## src/rtl/core/assert_macros.svh

```systemverilog
// Assertion helpers shared by the RTL. Define NO_ASSERTIONS to compile them out.
`ifndef ASSERT_MACROS_SVH
`define ASSERT_MACROS_SVH

`ifndef NO_ASSERTIONS

// Property checked on every rising clock edge outside reset.
`define ASSERT_HOLDS(lbl, clk, rst_n, prop) \
    lbl: assert property (@(posedge clk) disable iff (!rst_n) (prop)) \
        else $error("assertion failed");

// Antecedent in one cycle implies consequent in the next cycle.
`define ASSERT_NEXT(lbl, clk, rst_n, ante, cons) \
    lbl: assert property (@(posedge clk) disable iff (!rst_n) (ante) |=> (cons)) \
        else $error("assertion failed");

`else

`define ASSERT_HOLDS(lbl, clk, rst_n, prop)
`define ASSERT_NEXT(lbl, clk, rst_n, ante, cons)

`endif

`endif

```

## src/rtl/core/rsq_pkg.sv

```systemverilog
package rsq_pkg;

    // Field widths
    localparam int TIME_W  = 32;
    localparam int RANGE_W = 11;
    localparam int ALT_W   = 10;
    localparam int OSUM_W  = 13;
    localparam int CNT_W   = 8;
    localparam int Q16_W   = 16;

    localparam int S_TDATA_W = 48;
    localparam int M_TDATA_W = 80;

    // Configuration port
    localparam int CFG_IDX_W  = 8;
    localparam int CFG_DATA_W = 32;

    localparam logic [CFG_IDX_W-1:0] CFG_MIN_INTERVAL = 8'd0;
    localparam logic [CFG_IDX_W-1:0] CFG_MAX_RANGE    = 8'd1;
    localparam logic [CFG_IDX_W-1:0] CFG_CONS_HIGH    = 8'd2;
    localparam logic [CFG_IDX_W-1:0] CFG_ALPHA        = 8'd3;

    localparam logic [TIME_W-1:0] MIN_INTERVAL_RST = 32'd100000;
    localparam logic [ALT_W-1:0]  MAX_RANGE_RST    = 10'd300;
    localparam logic [Q16_W-1:0]  CONS_HIGH_RST    = 16'd52429;
    localparam logic [Q16_W-1:0]  ALPHA_RST        = 16'd11338;

    // Qualification constants
    localparam int ACCEPT_CM    = 50;
    localparam int MIN_RANGE_CM = 5;
    localparam int TAKEOFF_LO   = 20;
    localparam int TAKEOFF_HI   = 60;
    localparam int SHORTCUT_RUN = 4;
    localparam int TAKEOFF_RUN  = 2;

    // Controls for the consistency update
    typedef struct packed {
        logic present;
        logic good;
        logic shortcut;
    } cons_ctrl_t;

endpackage

```

## src/rtl/core/range_sample_qualifier_unit.sv

```systemverilog
// Range sample qualifier.
// Input items arrive on s_tvalid/s_tready/s_tdata/s_tuser, results leave on
// m_tvalid/m_tready/m_tdata/m_tuser, configuration writes on cfg_valid/cfg_ready.
// An item passes an input register, then the update logic (interval gate,
// range check, outlier test against the window mean, counters and the
// consistency average with its 16x17 multiplier) writes the state and the
// result register together; the result register drives m_tvalid and may
// wait behind a held result. One item per cycle is accepted and returned
// while the receiver keeps m_tready high. An item that comes sooner than the
// minimum interval after the last passed one yields no result.
// When m_tready is low the result register holds, the input register fills,
// and s_tready drops only when both are full; no item is lost or repeated.
// cfg_ready is always high; write registers only while the block is idle.
// aresetn (synchronous, active low) restores the default configuration and
// clears the window, counters, consistency and both pipeline stages.
`include "assert_macros.svh"

module range_sample_qualifier_unit #(
    parameter int WINDOW_LEN = 5
) (
    input  logic                             aclk,
    input  logic                             aresetn,
    input  logic                             s_tvalid,
    output logic                             s_tready,
    // now_us[31:0], takeoff_active[32], range_cm[43:33], zero[47:44]
    input  logic [rsq_pkg::S_TDATA_W-1:0]    s_tdata,
    // sensor_present[0]
    input  logic [0:0]                       s_tuser,
    output logic                             m_tvalid,
    input  logic                             m_tready,
    // altitude_cm[9:0], window_sum[22:10], outlier_flag[23],
    // outlier_tally[31:24], consistency[47:32], delta_us[79:48]
    output logic [rsq_pkg::M_TDATA_W-1:0]    m_tdata,
    // reading_valid[0]
    output logic [0:0]                       m_tuser,
    input  logic                             cfg_valid,
    output logic                             cfg_ready,
    input  logic [rsq_pkg::CFG_IDX_W-1:0]    cfg_index,
    input  logic [rsq_pkg::CFG_DATA_W-1:0]   cfg_data
);
    import rsq_pkg::*;

    localparam int POS_W = $clog2(WINDOW_LEN);
    localparam int SUM_W = $clog2(WINDOW_LEN * 1023 + 1);
    localparam int CMP_W = $clog2((1023 + ACCEPT_CM) * WINDOW_LEN + 1);

    function automatic logic [CNT_W-1:0] sat_inc(input logic [CNT_W-1:0] v);
        return (v == {CNT_W{1'b1}}) ? v : v + 1'b1;
    endfunction

    // Configuration
    logic [TIME_W-1:0] min_interval_reg;
    logic [ALT_W-1:0]  max_range_reg;
    logic [Q16_W-1:0]  cons_high_reg;
    logic [Q16_W-1:0]  alpha_reg;

    // Pipeline
    logic                 in_valid_reg;
    logic [S_TDATA_W-1:0] in_data_reg;
    logic                 in_user_reg;
    logic                 m_valid_reg;
    logic [M_TDATA_W-1:0] m_data_reg;
    logic                 m_user_reg;

    // State
    logic [TIME_W-1:0] gate_time_reg;
    logic [ALT_W-1:0]  window_reg [WINDOW_LEN];
    logic [POS_W-1:0]  window_pos_reg, window_pos_next;
    logic [SUM_W-1:0]  sum_reg, sum_next;
    logic [ALT_W-1:0]  alt_reg, alt_next;
    logic [CNT_W-1:0]  good_run_reg, good_run_next;
    logic [CNT_W-1:0]  takeoff_run_reg, takeoff_run_next;
    logic [CNT_W-1:0]  outlier_cnt_reg, outlier_cnt_next;
    logic              last_outlier_reg, last_outlier_next;
    logic [Q16_W-1:0]  cons_reg, cons_next;
    logic [TIME_W-1:0] last_valid_reg, last_valid_next;

    logic               adv;
    logic               proc;
    logic               pass;
    logic               upd;
    logic [TIME_W-1:0]  now_us;
    logic               takeoff_active;
    logic [RANGE_W-1:0] range_cm;
    logic               sensor_present;
    logic [ALT_W-1:0]   alt;
    logic               in_range;
    logic               reading_valid;
    logic               in_band;
    logic               outlier;
    logic [ALT_W-1:0]   old_entry;
    logic [TIME_W-1:0]  delta_next;
    cons_ctrl_t         cons_ctrl;

    assign cfg_ready = 1'b1;

    always_ff @(posedge aclk) begin
        if (!aresetn) begin
            min_interval_reg <= MIN_INTERVAL_RST;
            max_range_reg    <= MAX_RANGE_RST;
            cons_high_reg    <= CONS_HIGH_RST;
            alpha_reg        <= ALPHA_RST;
        end else if (cfg_valid) begin
            unique case (cfg_index)
                CFG_MIN_INTERVAL: min_interval_reg <= cfg_data;
                CFG_MAX_RANGE:    max_range_reg    <= cfg_data[ALT_W-1:0];
                CFG_CONS_HIGH:    cons_high_reg    <= cfg_data[Q16_W-1:0];
                CFG_ALPHA:        alpha_reg        <= cfg_data[Q16_W-1:0];
                default: ;
            endcase
        end
    end

    // Handshake: the result register frees the update stage, which frees the input stage
    assign adv      = !m_valid_reg || m_tready;
    assign s_tready = !in_valid_reg || adv;
    assign proc     = in_valid_reg && adv;

    always_ff @(posedge aclk) begin
        if (!aresetn) begin
            in_valid_reg <= 1'b0;
        end else if (s_tready) begin
            in_valid_reg <= s_tvalid;
        end
    end

    always_ff @(posedge aclk) begin
        if (s_tvalid && s_tready) begin
            in_data_reg <= s_tdata;
            in_user_reg <= s_tuser[0];
        end
    end

    assign now_us         = in_data_reg[31:0];
    assign takeoff_active = in_data_reg[32];
    assign range_cm       = in_data_reg[43:33];
    assign sensor_present = in_user_reg;
    assign alt            = range_cm[ALT_W-1:0];

    assign pass = (now_us - gate_time_reg) >= min_interval_reg;
    assign upd  = proc && pass;

    // Negative readings (no echo) fail on the sign bit
    assign in_range = !range_cm[RANGE_W-1]
                   && (alt >= ALT_W'(MIN_RANGE_CM))
                   && (alt <= max_range_reg);
    assign reading_valid = sensor_present && in_range;
    assign in_band = takeoff_active && (alt >= ALT_W'(TAKEOFF_LO))
                  && (alt <= ALT_W'(TAKEOFF_HI));

    assign old_entry = window_reg[window_pos_reg];

    // Compare against the mean without dividing: alt*N > sum + 50*N
    assign outlier = (CMP_W'(alt) * CMP_W'(WINDOW_LEN))
                   > (CMP_W'(sum_reg) + CMP_W'(ACCEPT_CM * WINDOW_LEN));

    always_comb begin
        window_pos_next   = window_pos_reg;
        sum_next          = sum_reg;
        alt_next          = alt_reg;
        good_run_next     = good_run_reg;
        takeoff_run_next  = takeoff_run_reg;
        outlier_cnt_next  = outlier_cnt_reg;
        last_outlier_next = last_outlier_reg;
        last_valid_next   = last_valid_reg;
        delta_next        = '0;
        cons_ctrl.present = sensor_present;
        cons_ctrl.good    = 1'b0;

        priority if (!sensor_present) begin
            sum_next        = '0;
            alt_next        = '0;
            last_valid_next = '0;
        end else if (reading_valid) begin
            alt_next         = alt;
            takeoff_run_next = in_band ? sat_inc(takeoff_run_reg) : '0;
            if (outlier) begin
                last_outlier_next = 1'b1;
                outlier_cnt_next  = sat_inc(outlier_cnt_reg);
                good_run_next     = '0;
            end else begin
                last_outlier_next = 1'b0;
                outlier_cnt_next  = (outlier_cnt_reg != '0) ? outlier_cnt_reg - 1'b1
                                                            : outlier_cnt_reg;
                good_run_next     = sat_inc(good_run_reg);
                cons_ctrl.good    = 1'b1;
            end
            sum_next        = sum_reg - SUM_W'(old_entry) + SUM_W'(alt);
            window_pos_next = (window_pos_reg == POS_W'(WINDOW_LEN - 1)) ? '0
                            : window_pos_reg + 1'b1;
            delta_next      = now_us - last_valid_reg;
            last_valid_next = now_us;
        end else begin
            good_run_next = '0;
        end

        cons_ctrl.shortcut = (good_run_next >= CNT_W'(SHORTCUT_RUN))
                          || (takeoff_run_next >= CNT_W'(TAKEOFF_RUN));
    end

    rsq_consistency u_consistency (
        .cons_q    (cons_reg),
        .alpha     (alpha_reg),
        .cons_high (cons_high_reg),
        .ctrl      (cons_ctrl),
        .cons_next (cons_next)
    );

    always_ff @(posedge aclk) begin
        if (!aresetn) begin
            gate_time_reg    <= '0;
            window_pos_reg   <= '0;
            sum_reg          <= '0;
            alt_reg          <= '0;
            good_run_reg     <= '0;
            takeoff_run_reg  <= '0;
            outlier_cnt_reg  <= '0;
            last_outlier_reg <= 1'b0;
            cons_reg         <= '0;
            last_valid_reg   <= '0;
            for (int i = 0; i < WINDOW_LEN; i++) begin
                window_reg[i] <= '0;
            end
        end else if (upd) begin
            gate_time_reg    <= now_us;
            window_pos_reg   <= window_pos_next;
            sum_reg          <= sum_next;
            alt_reg          <= alt_next;
            good_run_reg     <= good_run_next;
            takeoff_run_reg  <= takeoff_run_next;
            outlier_cnt_reg  <= outlier_cnt_next;
            last_outlier_reg <= last_outlier_next;
            cons_reg         <= cons_next;
            last_valid_reg   <= last_valid_next;
            if (!sensor_present) begin
                for (int i = 0; i < WINDOW_LEN; i++) begin
                    window_reg[i] <= '0;
                end
            end else if (reading_valid) begin
                window_reg[window_pos_reg] <= alt;
            end
        end
    end

    // Result register
    always_ff @(posedge aclk) begin
        if (!aresetn) begin
            m_valid_reg <= 1'b0;
        end else if (adv) begin
            m_valid_reg <= upd;
        end
    end

    always_ff @(posedge aclk) begin
        if (upd) begin
            m_user_reg <= reading_valid;
            m_data_reg <= {delta_next, cons_next, outlier_cnt_next,
                           last_outlier_next, OSUM_W'(sum_next), alt_next};
        end
    end

    assign m_tvalid   = m_valid_reg;
    assign m_tdata    = m_data_reg;
    assign m_tuser[0] = m_user_reg;

    `ASSERT_HOLDS(a_pos_in_window, aclk, aresetn, int'(window_pos_reg) < WINDOW_LEN)
    `ASSERT_HOLDS(a_run_not_outlier, aclk, aresetn, (good_run_reg == '0) || !last_outlier_reg)
    `ASSERT_NEXT(a_absent_clears, aclk, aresetn, upd && !sensor_present,
                 (cons_reg == '0) && (sum_reg == '0) && (alt_reg == '0))
    `ASSERT_NEXT(a_stall_holds_item, aclk, aresetn, in_valid_reg && !adv,
                 in_valid_reg && $stable(in_data_reg))

endmodule

```

## src/rtl/core/rsq_consistency.sv

```systemverilog
module rsq_consistency (
    input  logic [rsq_pkg::Q16_W-1:0] cons_q,
    input  logic [rsq_pkg::Q16_W-1:0] alpha,
    input  logic [rsq_pkg::Q16_W-1:0] cons_high,
    input  rsq_pkg::cons_ctrl_t       ctrl,
    output logic [rsq_pkg::Q16_W-1:0] cons_next
);
    import rsq_pkg::*;

    logic [Q16_W:0]     keep_w;
    logic [2*Q16_W:0]   prod;
    logic [2*Q16_W+1:0] acc;
    logic [Q16_W+1:0]   rounded;
    logic [Q16_W-1:0]   avg;

    // c' = (c*(1-a) + g*a + 1/2) in Q0.16, rounded half up
    assign keep_w  = 17'h10000 - {1'b0, alpha};
    assign prod    = cons_q * keep_w;
    assign acc     = {1'b0, prod}
                   + (ctrl.good ? {2'b00, alpha, 16'h0000} : 34'd0)
                   + 34'd32768;
    assign rounded = acc[2*Q16_W+1:Q16_W];
    assign avg     = (rounded > 18'd65535) ? 16'hFFFF : rounded[Q16_W-1:0];

    always_comb begin
        priority if (!ctrl.present) begin
            cons_next = '0;
        end else if (ctrl.shortcut && (cons_q < cons_high)) begin
            cons_next = cons_high;
        end else begin
            cons_next = avg;
        end
    end

endmodule

```

## config.mk

```make
export PLATFORM = sky130hd
export DESIGN_NAME = range_sample_qualifier_unit
export DESIGN_NICKNAME = d
export VERILOG_FILES = /design/src/rtl/core/rsq_pkg.sv /design/src/rtl/core/range_sample_qualifier_unit.sv /design/src/rtl/core/rsq_consistency.sv
export VERILOG_INCLUDE_DIRS = /design/src /design/src/rtl/core
export SDC_FILE = /design/constraint.sdc
export NUM_CORES = 2
export LEC_CHECK = 0
export BUFFER_PORTS_ARGS = -buffer_cell sky130_fd_sc_hd__buf_2
export CORE_ASPECT_RATIO = 0.8
export CORE_UTILIZATION = 50
export CTS_BUF_LIST = sky130_fd_sc_hd__clkbuf_16
export DETAILED_ROUTE_END_ITERATION = 7
export HOLD_SLACK_MARGIN = 0.02
export PLACE_DENSITY = 0.72
export SYNTH_ARGS = -nofsm -noshare
export SYNTH_HDL_FRONTEND = slang
export SYNTH_SLANG_ARGS = --single-unit
```

## constraint.sdc

```tcl
create_clock -name aclk -period 9.95 [get_ports aclk]
set_clock_uncertainty 0.1 [all_clocks]
set_input_delay 2.4875 -clock aclk [delete_from_list [all_inputs] [get_ports aclk]]
set_output_delay 2.4875 -clock aclk [all_outputs]
set_load 0.005 [all_outputs]
```

==> results.py <==
metrics = {
    "clocking": {
        "clockBufferDepth": 3,
        "post_cts_buffers": 0,
        "clk_pin_slew_worst_paths_ns": 0.07,
        "cts-root-buf": "clkbuf_16",
        "cts_hold_buf": 0,
        "cts_sinks": 416,
        "worstSkewPairLatency_ns": 0.56,
        "cts_buffers": 40,
        "htreeDepth": 2,
        "cts_tree": "yes",
    },
    "worst_setup_path": {
        "slowest_stage": "fa_1",
        "crit_required_ns": 10.17,
        "cp.arrival_ns": 9.56,
        "cp_max_fo": 9,
        "critPathMaxStageDelay_ns": 0.59,
        "cpMostUsedCell": "a21oi_1",
        "criticalPathCategory": "reg2reg",
        "endpoint_kind": "flip-flop",
        "worstSetupStartpointType": "flip-flop",
    },
    "synth": {
        "synth_cell_type_count": 86,
        "synth_nets": 4035,
        "syn_inst": 3422,
        "yosysWarnings": 0,
        "synth.avg_cell_area_um2": 9.26,
        "ys_async_sr_fraction_pct": 0,
        "synth-seq-area-share_pct": 32.8,
        "synth_ff_type": "dfxtp_1",
        "synth_edf_count": 206,
        "syn_area_mm2": 0.0317,
        "ys_ff_latch": 416,
    },
    "timing": {
        "setup_ws_ns": 0.607,
        "tightest_slew_ns": 1.17,
        "min_period_over_period_pct": 93.9,
        "max-slew-margin-rel_pct": 21.6,
        "fin_hold_ws_ns": 0.355,
        "rsz0062_at_grt": "no",
        "final_max_slew_viol_count": 0,
        "finalSetupViolations": 0,
        "fin_crit_ns": 9.34,
        "tns_ns": 0,
        "final_hold_viol_count": 0,
        "fmax_mhz": 107,
    },
    "detailed_routing": {
        "drt_wl_total_mm": 78.1,
        "wl_per_cell_um": 17.7,
        "drt_iter0_drc": 1904,
        "m1WireLength_mm": 36.1,
        "via_per_inst": 5.49,
        "drtAntennaViolNets": 0,
        "wl_met2_mm": 34.6,
        "wl_met3_mm": 5.59,
        "highest_layer": "met5",
        "firstDrtPassIters": 5,
        "vias": 24300,
        "drc_errors": 0,
    },
    "placement": {
        "port-buffer-count": 172,
        "dpl_worst_slack_ns": 0.358,
        "hpwl_mm": 57.3,
        "gp_congestion": 0.898,
    },
    "die": {
        "coreArea_mm2": 0.0626,
        "placementRows": 82,
        "die_h_um": 227,
        "ios": 178,
        "start_util_pct": 50.6,
        "die-area_mm2": 0.0644,
        "chipWidth_um": 283,
    },
    "flow_run": {
        "cap_violations": 0,
    },
    "global_route": {
        "grt_usage_pct": 24.4,
        "grt_pass1_vias": 24000,
        "grt_overflow": 0,
        "grt_max_degree": 139,
        "grt_pass1_wl_mm": 126,
        "antenna_found_initial": 7,
    },
    "power_and_ir_drop": {
        "power_w": 0.00459,
        "p_leak_nw": 15.0,
        "ir_drop_uv": 135,
        "power_density_mw_per_mm2": 132,
    },
    "outcome": {
        "status": "finished clean",
    },
    "cells_and_area": {
        "drive_gt1_share_pct": 10.0,
        "fill_cells": 5537,
        "fin_nets": 4163,
        "layout_commonest_cell": "inv_1",
        "final_cell_mix": "inv_1 (490), nand2_1 (427), nor2_1 (284)",
        "area_growth_pct": 10.0,
    },
    "hold_path": {
        "hp-class": "reg2reg",
    },
}
-- power breakdown --
group / internal [W] / switching [W]
clock: 0.000879 / 0.000687
sequential: 0.00190 / 0.0000561
combinational: 0.000432 / 0.000640
total: 0.00321 / 0.00138
-- worst max-delay path: cells and delay by family, from the launching register on --
family	cells	cell delay, ns
adders and majority gates	8	3.40
and+or+nand+nor	6	1.26
buffers and inverters	1	0.05
AOI/OAI and AO/OA	17	3.42
DFF	1	0.50
muxes	1	0.39
-- cell families after synthesis --
family                   synth area share (%)
AND/OR/NAND/NOR                          15.7
multiplexers                             3.00
AO/OA/AOI/OAI                            11.9
other                                  0.0118
flip-flops                               32.8
buffers and inverters                    7.60
XOR/XNOR                                 2.85
adder cells (fa/ha/maj)                  26.1
-- cell usage after synthesis, drive strengths merged (36+ instances only) --
master / instances / share of area [%]
ha: 282 / 11
dfxtp: 210 / 13
mux2i: 36 / 1.1
a22oi: 37 / 0.88
clkbuf: 104 / 1.2
a21oi: 217 / 3.4
buf: 41 / 0.62
inv: 483 / 5.7
nor3: 70 / 1.1
nand2: 427 / 5.1
xnor2: 68 / 1.9
o21ai: 102 / 1.6
edfxtp: 206 / 20
nand3: 45 / 0.71
and2: 117 / 2.3
a21o: 44 / 1.0
fa: 237 / 15
nor2: 286 / 3.4
-- metrics by stage --
step,cells,utilization (%),cell area [um^2]
after global placement,4348,53.5,33500
after floorplan,3422,-,31700
after detailed placement,4348,53.5,33500
after CTS,4421,55.7,34800
after global routing,4421,55.7,34800
final,4423,55.7,34900
-- timing repair --
| action | 4_1_cts | 5_1_grt |
|---|---|---|
| endpoints found under the hold margin | 0 | 0 |
| resized for setup | 0 | 4 |
| endpoints found under the setup margin | 0 | 31 |
-- layout make-up --
class / instances / area (um^2) / share of cell area, %
multi-input cells: 2376 / 18900 / 54.3
flip-flops and latches: 416 / 10400 / 29.8
inverters: 485 / 1830 / 5.24
repair buffers: 231 / 1320 / 3.78
clock buffers: 44 / 1100 / 3.16
well taps: 840 / 1050 / 3.02
clock inverters: 29 / 229 / 0.657
diodes: 2 / 5.00 / 0.0144
-- routing by layer --
metal	GRT usage [%]	up-vias
met1	35.1	11700
met2	39.0	745
met3	3.66	109
met4	5.68	10
li1	-	11700
met5	0	-
-- final timing paths --
path                                startpoint                                 to  slack (ns)  depth (start not counted)
max reg2reg          in_data_reg[35]$_DFFE_PP_              m_tdata[40]$_DFFE_PP_        0.61                         33
min          min_interval_reg[31]$_SDFFE_PN0P_  min_interval_reg[31]$_SDFFE_PN0P_        0.35                          2
min reg2reg  min_interval_reg[31]$_SDFFE_PN0P_  min_interval_reg[31]$_SDFFE_PN0P_        0.35                          2
max                  in_data_reg[35]$_DFFE_PP_              m_tdata[40]$_DFFE_PP_        0.61                         33
(Power assumes the default switching activity.)
